File: src/hw/rtl/dhpt_pkg.sv
// Shared types and constants for the dual hash point table.
`default_nettype none
package dhpt_pkg;

    localparam int KEY_W   = 256;
    localparam int OFF_W   = 256;
    localparam int WORD_W  = 64;
    localparam int PAIR_W  = 8;
    localparam int DP_W    = 7;
    localparam int STAT_W  = 3;
    localparam int TEST_W  = 128;

    localparam logic [DP_W-1:0] DP_BITS_RESET = 7'd20;

    localparam logic [31:0] FNV_BASIS_LO = 32'h8422_2325;
    localparam logic [31:0] FNV_PRIME_LO = 32'h0000_01B3;
    localparam logic [63:0] MIX_C1       = 64'hFF51_AFD7_ED55_8CCD;
    localparam logic [63:0] MIX_C2       = 64'hC4CE_B9FE_1A85_EC53;
    localparam int          MIX_SHIFT    = 33;

    localparam logic [STAT_W-1:0] ST_INSERTED  = 3'd0;
    localparam logic [STAT_W-1:0] ST_UPDATED   = 3'd1;
    localparam logic [STAT_W-1:0] ST_COLLISION = 3'd2;
    localparam logic [STAT_W-1:0] ST_EVICTED   = 3'd3;
    localparam logic [STAT_W-1:0] ST_IGNORED   = 3'd4;

    typedef struct packed {
        logic              valid;
        logic              kind;
        logic [PAIR_W-1:0] pair;
        logic [KEY_W-1:0]  key;
        logic [OFF_W-1:0]  off;
    } t_slot;

    typedef struct packed {
        logic [STAT_W-1:0] status;
        logic [OFF_W-1:0]  off;
        logic              kind;
        logic [PAIR_W-1:0] pair;
    } t_result;

    typedef enum logic [3:0] {
        S_CLEAR,
        S_IDLE,
        S_CHECK,
        S_HASH,
        S_RD_A,
        S_CHK_A,
        S_RD_B,
        S_CHK_B,
        S_RESP
    } t_state;

endpackage
`default_nettype wire

File: src/hw/rtl/dhpt_mul.sv
// Shared 32x32 multiplier with registered product.
`default_nettype none
module dhpt_mul (
    input  wire logic        i_clk,
    input  wire logic [31:0] i_a,
    input  wire logic [31:0] i_b,
    output logic      [63:0] o_prod
);
    logic [63:0] r_prod;

    always_ff @(posedge i_clk) begin
        r_prod <= {32'd0, i_a} * {32'd0, i_b};
    end

    assign o_prod = r_prod;
endmodule
`default_nettype wire

File: src/hw/rtl/dhpt_hash.sv
// Sequencer that computes both slot indexes on the shared multiplier.
`default_nettype none
module dhpt_hash #(
    parameter int LOG2_SLOTS = 12
) (
    input  wire logic                  i_clk,
    input  wire logic                  i_rst_n,
    input  wire logic                  i_start,
    input  wire logic [63:0]           i_w0,
    input  wire logic [63:0]           i_w1,
    output logic                       o_done,
    output logic      [LOG2_SLOTS-1:0] o_slot_a,
    output logic      [LOG2_SLOTS-1:0] o_slot_b
);
    import dhpt_pkg::*;

    localparam logic [3:0] STEP_FIRST   = 4'd0;
    localparam logic [3:0] STEP_A_LATCH = 4'd8;
    localparam logic [3:0] STEP_C1_HL   = 4'd9;
    localparam logic [3:0] STEP_C1_LH   = 4'd10;
    localparam logic [3:0] STEP_C1_FOLD = 4'd11;
    localparam logic [3:0] STEP_C2_LL   = 4'd12;
    localparam logic [3:0] STEP_C2_HL   = 4'd13;
    localparam logic [3:0] STEP_C2_LH   = 4'd14;
    localparam logic [3:0] STEP_LAST    = 4'd15;

    logic                  r_busy;
    logic                  r_done;
    logic [3:0]            r_step;
    logic [63:0]           r_w0;
    logic [63:0]           r_x;
    logic [63:0]           r_acc;
    logic [LOG2_SLOTS-1:0] r_slot_a;

    logic [31:0] w_a;
    logic [31:0] w_b;
    logic [63:0] w_prod;
    logic [63:0] w_swap;
    logic [63:0] w_sum;
    logic [63:0] w_c;

    dhpt_mul u_mul (
        .i_clk  (i_clk),
        .i_a    (w_a),
        .i_b    (w_b),
        .o_prod (w_prod)
    );

    always_comb begin
        for (int i = 0; i < 8; i++) begin
            w_swap[8*i +: 8] = i_w1[56-8*i +: 8];
        end
    end

    assign w_sum = r_acc + {w_prod[31:0], 32'd0};
    assign w_c   = (r_step >= STEP_C2_LL) ? MIX_C2 : MIX_C1;

    always_comb begin
        case (r_step)
            STEP_A_LATCH, STEP_C2_LL: begin
                w_a = r_x[31:0];
                w_b = w_c[31:0];
            end
            STEP_C1_HL, STEP_C2_HL: begin
                w_a = r_x[63:32];
                w_b = w_c[31:0];
            end
            STEP_C1_LH, STEP_C2_LH: begin
                w_a = r_x[31:0];
                w_b = w_c[63:32];
            end
            default: begin
                w_a = ((r_step == STEP_FIRST) ? FNV_BASIS_LO : w_prod[31:0])
                      ^ {24'd0, r_w0[63:56]};
                w_b = FNV_PRIME_LO;
            end
        endcase
    end

    always_ff @(posedge i_clk) begin
        if (!i_rst_n) begin
            r_busy <= 1'b0;
            r_done <= 1'b0;
            r_step <= STEP_FIRST;
        end else if (i_start) begin
            r_busy <= 1'b1;
            r_done <= 1'b0;
            r_step <= STEP_FIRST;
        end else if (r_busy) begin
            r_step <= r_step + 4'd1;
            if (r_step == STEP_LAST) begin
                r_busy <= 1'b0;
                r_done <= 1'b1;
            end
        end
    end

    always_ff @(posedge i_clk) begin
        if (i_start) begin
            r_w0 <= i_w0;
            r_x  <= w_swap ^ (w_swap >> MIX_SHIFT);
        end else if (r_busy) begin
            r_w0 <= {r_w0[55:0], 8'd0};
            case (r_step)
                STEP_A_LATCH: r_slot_a <= w_prod[LOG2_SLOTS-1:0];
                STEP_C1_HL, STEP_C2_HL: r_acc <= w_prod;
                STEP_C1_LH, STEP_C2_LH: r_acc <= w_sum;
                STEP_C1_FOLD, STEP_LAST: r_x <= w_sum ^ (w_sum >> MIX_SHIFT);
                default: ;
            endcase
        end
    end

    assign o_done   = r_done;
    assign o_slot_a = r_slot_a;
    assign o_slot_b = r_x[LOG2_SLOTS-1:0];
endmodule
`default_nettype wire

File: config.mk
export PLATFORM = sky130hd
export DESIGN_NAME = dhpt_hash
export DESIGN_NICKNAME = d
export VERILOG_FILES = /design/src/hw/rtl/dhpt_pkg.sv /design/src/hw/rtl/dhpt_mul.sv /design/src/hw/rtl/dhpt_hash.sv
export SDC_FILE = /design/constraint.sdc
export NUM_CORES = 2
export LEC_CHECK = 0
export BUFFER_PORTS_ARGS = -buffer_cell sky130_fd_sc_hd__buf_2
export CORE_ASPECT_RATIO = 2
export CORE_MARGIN = 2
export CORE_UTILIZATION = 25
export DETAILED_ROUTE_END_ITERATION = 6
export GPL_TIMING_DRIVEN = 0
export PLACE_DENSITY = 0.39
export REMOVE_ABC_BUFFERS = 1
export SYNTH_ARGS = -nofsm -noshare
export SYNTH_HDL_FRONTEND = slang
export SYNTH_SLANG_ARGS = --single-unit
File: constraint.sdc
create_clock -name i_clk -period 12.3 [get_ports i_clk]
set_input_delay 0.615 -clock i_clk [delete_from_list [all_inputs] [get_ports i_clk]]
set_output_delay 0.615 -clock i_clk [all_outputs]
set_load 0.005 [all_outputs]
# Yosys cells after proc, flatten, opt, wreduce, memory -nomap -nowiden
# Cells that the tools add are included.
dict set report word_totals {
  reg_bits 274
  input_bits 131
  out_inout_bits 25
  wordCells 52
}
dict set report op_classes {
  eq_ne 8
  magnitude_cmp 1
  add_sub_neg 2
  mux 13
  reduce_logical 14
  multipliers 1
  bitwise_logic 5
}
# op n
set ops {}
lappend ops {{64-bit 2-to-1 mux} 5}
lappend ops {{32-bit one-hot mux with 2 select lines} 2}
lappend ops {{64-bit one-hot mux with 2 select lines} 1}
lappend ops {{64-bit by 31-bit XOR with 64-bit output} 2}
lappend ops {{64-bit adder} 1}
lappend ops {{32-bit by 32-bit multiplier with 64-bit output} 1}
lappend ops {{62-bit 2-to-1 mux} 1}
lappend ops {{4-bit == test (second input constant)} 8}
lappend ops {{32-bit 2-to-1 mux} 1}
lappend ops {{32-bit by 8-bit XOR with 32-bit output} 1}
lappend ops {{2-bit OR reduction} 4}
lappend ops {{4-bit OR reduction} 2}
lappend ops {{3-bit AND reduction} 2}
lappend ops {{2-bit nonzero test} 3}
lappend ops {{4-bit by 1-bit adder with 4-bit output (second input constant)} 1}
lappend ops {{4-bit greater-or-equal comparator (second input constant)} 1}
lappend ops {{4-bit logical NOT} 1}
lappend ops {{2-bit AND reduction} 2}
lappend ops {{1-bit 2-to-1 mux} 3}
lappend ops {{1-bit NOT} 2}

# Logic depth before layout (Yosys ltp)
dict set report logic_depth {
  word_depth 5
  ltp_mapped 37
  ltp_nobuf 35
}

# By module
# A second synthesis with hierarchy kept.
dict set report unflattened {
  cells_unflattened 4729
  hier_area_um2 45865.2
}
# mod seq_area_each_um2 n_inst cells_per_inst area_per_inst_um2
set modules_own_cells {}
lappend modules_own_cells {dhpt_mul 1281.2 1 3741 34460.6}
lappend modules_own_cells {dhpt_hash 6246.0 1 988 11404.7}

# Worst setup path before layout
# OpenSTA, ideal clock, no wires.
dict set report synth_timing {
  kind {flip-flop to flip-flop}
  startpoint {reg r_step[0]}
  endpoint {reg u_mul.r_prod[60] (netlist: u_mul.o_prod[60])}
  arrival_time_ns 9.048
  n_path_buf 4
  setup_ns 0.062
  stages_incl_launch_ff 33
  required_time_ns 12.238
  setup_slack_ns 3.189
  synth_period_minus_slack_ns 9.111
  cell_sequence {dfxtp_1 inv_1 ha_1 or2_2 clkbuf_1 and2_1 clkbuf_1 clkbuf_1 a22oi_1 inv_1 a21oi_1 nor2_1 fa_1 fa_1 inv_1 fa_1 fa_1 inv_1 fa_1 fa_1 fa_1 fa_1 ha_1 clkbuf_1 nand4_1 nor2_1 nor4bb_1 a21bo_2 a21oi_1 a41o_1 a211oi_1 or4_1 nand3_1}
}
dict set report synth_between {
  elab_chain_cells 5
  word_cells_on_any_way 18
  classes_between {mul: 1; order compare: 1; eq/ne: 6; mux: 4; bitwise: 1; reduce/logical: 5}
}
# item line
set synth_rtl {}
lappend synth_rtl {{from (decl)} dhpt_hash.sv:29} ;# logic [3:0] r_step;
lappend synth_rtl {{from (signal assigned)} dhpt_hash.sv:90} ;# r_step <= r_step + 4'd1;
lappend synth_rtl {{parallel branches: the longest is 4 deep, another holds 4-bit greater-or-equal comparator} -}
lappend synth_rtl {{32-bit by 32-bit multiplier with 64-bit output (*)} dhpt_mul.sv:12} ;# r_prod <= {32'd0, i_a} * {32'd0, i_b};
lappend synth_rtl {{to (signal assigned)} dhpt_mul.sv:12}
lappend synth_rtl {{to (decl)} dhpt_mul.sv:9} ;# logic [63:0] r_prod;
# Every way passes the cells marked *.
# A chain may end at the register's enable or synchronous reset.

# Final worst setup path
# Ends and elaborated chain as after synthesis.

==> impl_metrics.py <==
metrics = {
    "status": {
        "status": "complete, no violations",
    },
    "yosys": {
        "synth-warning-count": 0,
        "synth_edf_count": 204,
        "synthFlopType": "edfxtp_1",
        "synth-seq-cells": 274,
        "synth_cell_type_count": 71,
        "avgSynthCellArea_um2": 9.661,
        "yosysSeqAreaShare": 0.1738,
        "syn_area_um2": 43300,
        "netlist_instances": 4482,
        "async_flop_share": 0,
    },
    "critical_path": {
        "critPathCaptureType": "flip-flop",
        "crit_top_cell": "fa_1",
        "worstSetupPathType": "flip-flop to flip-flop",
        "cp_slowest_cell": "a22oi_2",
        "cp-start-kind": "flip-flop",
        "cp.arrival_ns": 12.54,
        "max_stage_delay_ns": 0.77,
        "path_max_fanout": 27,
        "r2r_cells": 30,
        "cp_data_required_time_ns": 12.75,
    },
    "floorplan": {
        "io_pins": 156,
        "die_w_um": 298.3,
        "dieArea_um2": 176800,
        "die_h_um": 592.6,
        "start_util": 0.2507,
        "core_um2": 172700,
        "rows": 216,
    },
    "power": {
        "ir_worst_vdd_mv": 0.4678,
        "p_leak_uw": 0.02396,
        "p_total_uw": 9419,
        "powerDensity_nw_per_um2": 194.2,
    },
    "layout": {
        "final_cell_mix": "inv_1, fa_1, nand2_1",
        "instances_no_fill": 6873,
        "synthToLayoutAreaGrowth_pct": 12.02,
        "nets": 5859,
        "drive_gt1_frac": 0.09127,
        "final_common_cell": "inv_1",
    },
    "detailed_routing": {
        "wirelength_mm": 203.6,
        "drt-wirelength-per-cell_um": 29.62,
        "post-route-drc-count": 0,
        "vias": 32049,
        "drt_iter0_markers": 1734,
        "drt-vias-per-instance": 4.663,
        "ant_nets": 0,
        "first_pass_iters": 5,
    },
    "job": {
        "maxCapViolations": 0,
    },
    "sta": {
        "fin_crit_sh": 0.9834,
        "hold_viol_final": 0,
        "rsz0062_at_grt": "true",
        "report.final.slew_viol_count": 0,
        "fmax_mhz": 82.67,
        "finalSetupViolations": 0,
        "fin_worst_skew_ns": 0.02318,
        "worstMarginPinSlew_ns": 1.480,
        "holdWs_ns": 0.2952,
        "maxSlewHeadroom": 0.01353,
        "fin_crit_ns": 12.10,
    },
    "placement": {
        "io_buffers": 155,
        "hpwl_mm": 175.6,
        "place_congestion": 0.9934,
        "dpl.cell_count": 6801,
    },
    "worst_hold_path": {
        "hold_path_class": "input pin to flip-flop",
        "holdPathStages": 2,
    },
    "grt": {
        "grt_pass1_wl_mm": 280.9,
        "grt_start_max_net_pins": 117,
        "first_global_vias": 36230,
        "antenna_found_initial": 10,
        "grt_usage": 0.2321,
        "overflow": 0,
    },
    "cts": {
        "clkTransAtPathRegs_ns": 0.06,
        "cts_max_path_buffers": 3,
        "post_cts_buffers": 0,
        "cts_buffers": 37,
        "clock-sinks": 274,
        "htreeDepth": 2,
        "root_buffer": "clkbuf_16",
        "clock_latency_ns": 0.56,
        "cts_tree": "built",
    },
}
-- critical path, delay by kind of cell, from the launching register on --
family                   cells  cell delay [ns]
AND/OR/NAND/NOR              7             2.44
buffers and inverters        6             0.91
flip-flops                   1             0.43
AO/OA/AOI/OAI                7             2.81
adder cells (fa/ha/maj)     10             5.34
-- final timing paths --
path | slack, ns | endpoint | from
setup / recovery | 0.20 | u_mul.o_prod[60] | r_step[0]
hold / removal | 0.30 | r_busy | i_rst_n
setup reg to reg | 0.20 | u_mul.o_prod[60] | r_step[0]
hold reg to reg | 0.47 | o_done | o_done
-- per-stage QoR --
step,util,setup slack (ns),setup TNS (ns),area [um2]
global route,0.2808,-0.05396,-0.05396,48500
CTS,0.2806,0.02773,0,48470
finish,0.2809,0.2042,0,48510
floorplan,-,1.886,0,42610
detailed placement,0.2735,-0.9947,-13.85,47230
global placement,0.2678,-4.929,-197.06,46250
-- flip-flops by register name (all words and copies together) (netlist names) --
register and flops:
o_slot_a 12, r_w0 64, r_x 64, r_step 4, u_mul.o_prod 64, r_busy 1, o_done 1, r_acc 64
-- cell usage after synthesis (19+ instances only) --
cell,n,share of area
clkbuf_1,141,0.012
mux2_2,74,0.019
nor2_1,357,0.031
nand3_1,33,0.0038
fa_1,811,0.37
nand2_1,448,0.039
xnor2_1,98,0.020
a21oi_1,162,0.019
ha_1,366,0.11
a22oi_1,34,0.0059
a21o_1,68,0.012
inv_1,1020,0.088
edfxtp_1,204,0.14
nand4_1,19,0.0027
and2_1,54,0.0078
dfxtp_1,70,0.032
o21ai_0,142,0.016
xor2_1,99,0.020
o21bai_1,25,0.0043
-- final cells by class --
class	count	area (um2)
diodes	4	10.01
clock buffers	56	1080
clock inverters	12	70.07
fillers	18475	124200
inverters	1021	3832
multi-input cells	3020	31600
flip-flops and latches	274	7528
well taps	2289	2864
repair buffers	197	1523
-- layer usage --
| metal | wire length [um] | vias up | track usage |
|---|---|---|---|
| met4 | 27580 | 14 | 0.2453 |
| met1 | 57660 | 16498 | 0.1911 |
| met5 | 82 | - | 0 |
| met3 | 5979 | 545 | 0.02862 |
| met2 | 112300 | 930 | 0.4526 |
| li1 | - | 14062 | - |
-- cell families (layout without fill, tap and decap cells) --
logic type      count (synthesis)  after routing  synth area share
mux                            76             76           0.01971
flops                         274            274            0.1738
other cells                     0              4                 0
simple gates                  995            995           0.09636
xor+xnor                      202            202           0.04253
compound gates                568            568           0.08203
buf+inv                      1188           1286            0.1044
fa+ha+maj                    1179           1179            0.4812
-- power breakdown --
group	leakage (uW)	total, uW	switching, uW	internal, uW
logic	0.0209	6820	4360	2450
registers	0.00255	1570	281	1290
clock network	0.000560	1040	429	607
total	0.0240	9420	5070	4350
-- repair_timing --
item / 4_1_cts / 5_1_grt
hold buffers: 0 / 0
hold endpoints to repair: 0 / 0
resized for setup: 19 / 10
endpoints found under the setup margin: 29 / 20
pin swaps: 0 / 0
Note: power is estimated with default switching activity, not from simulation.
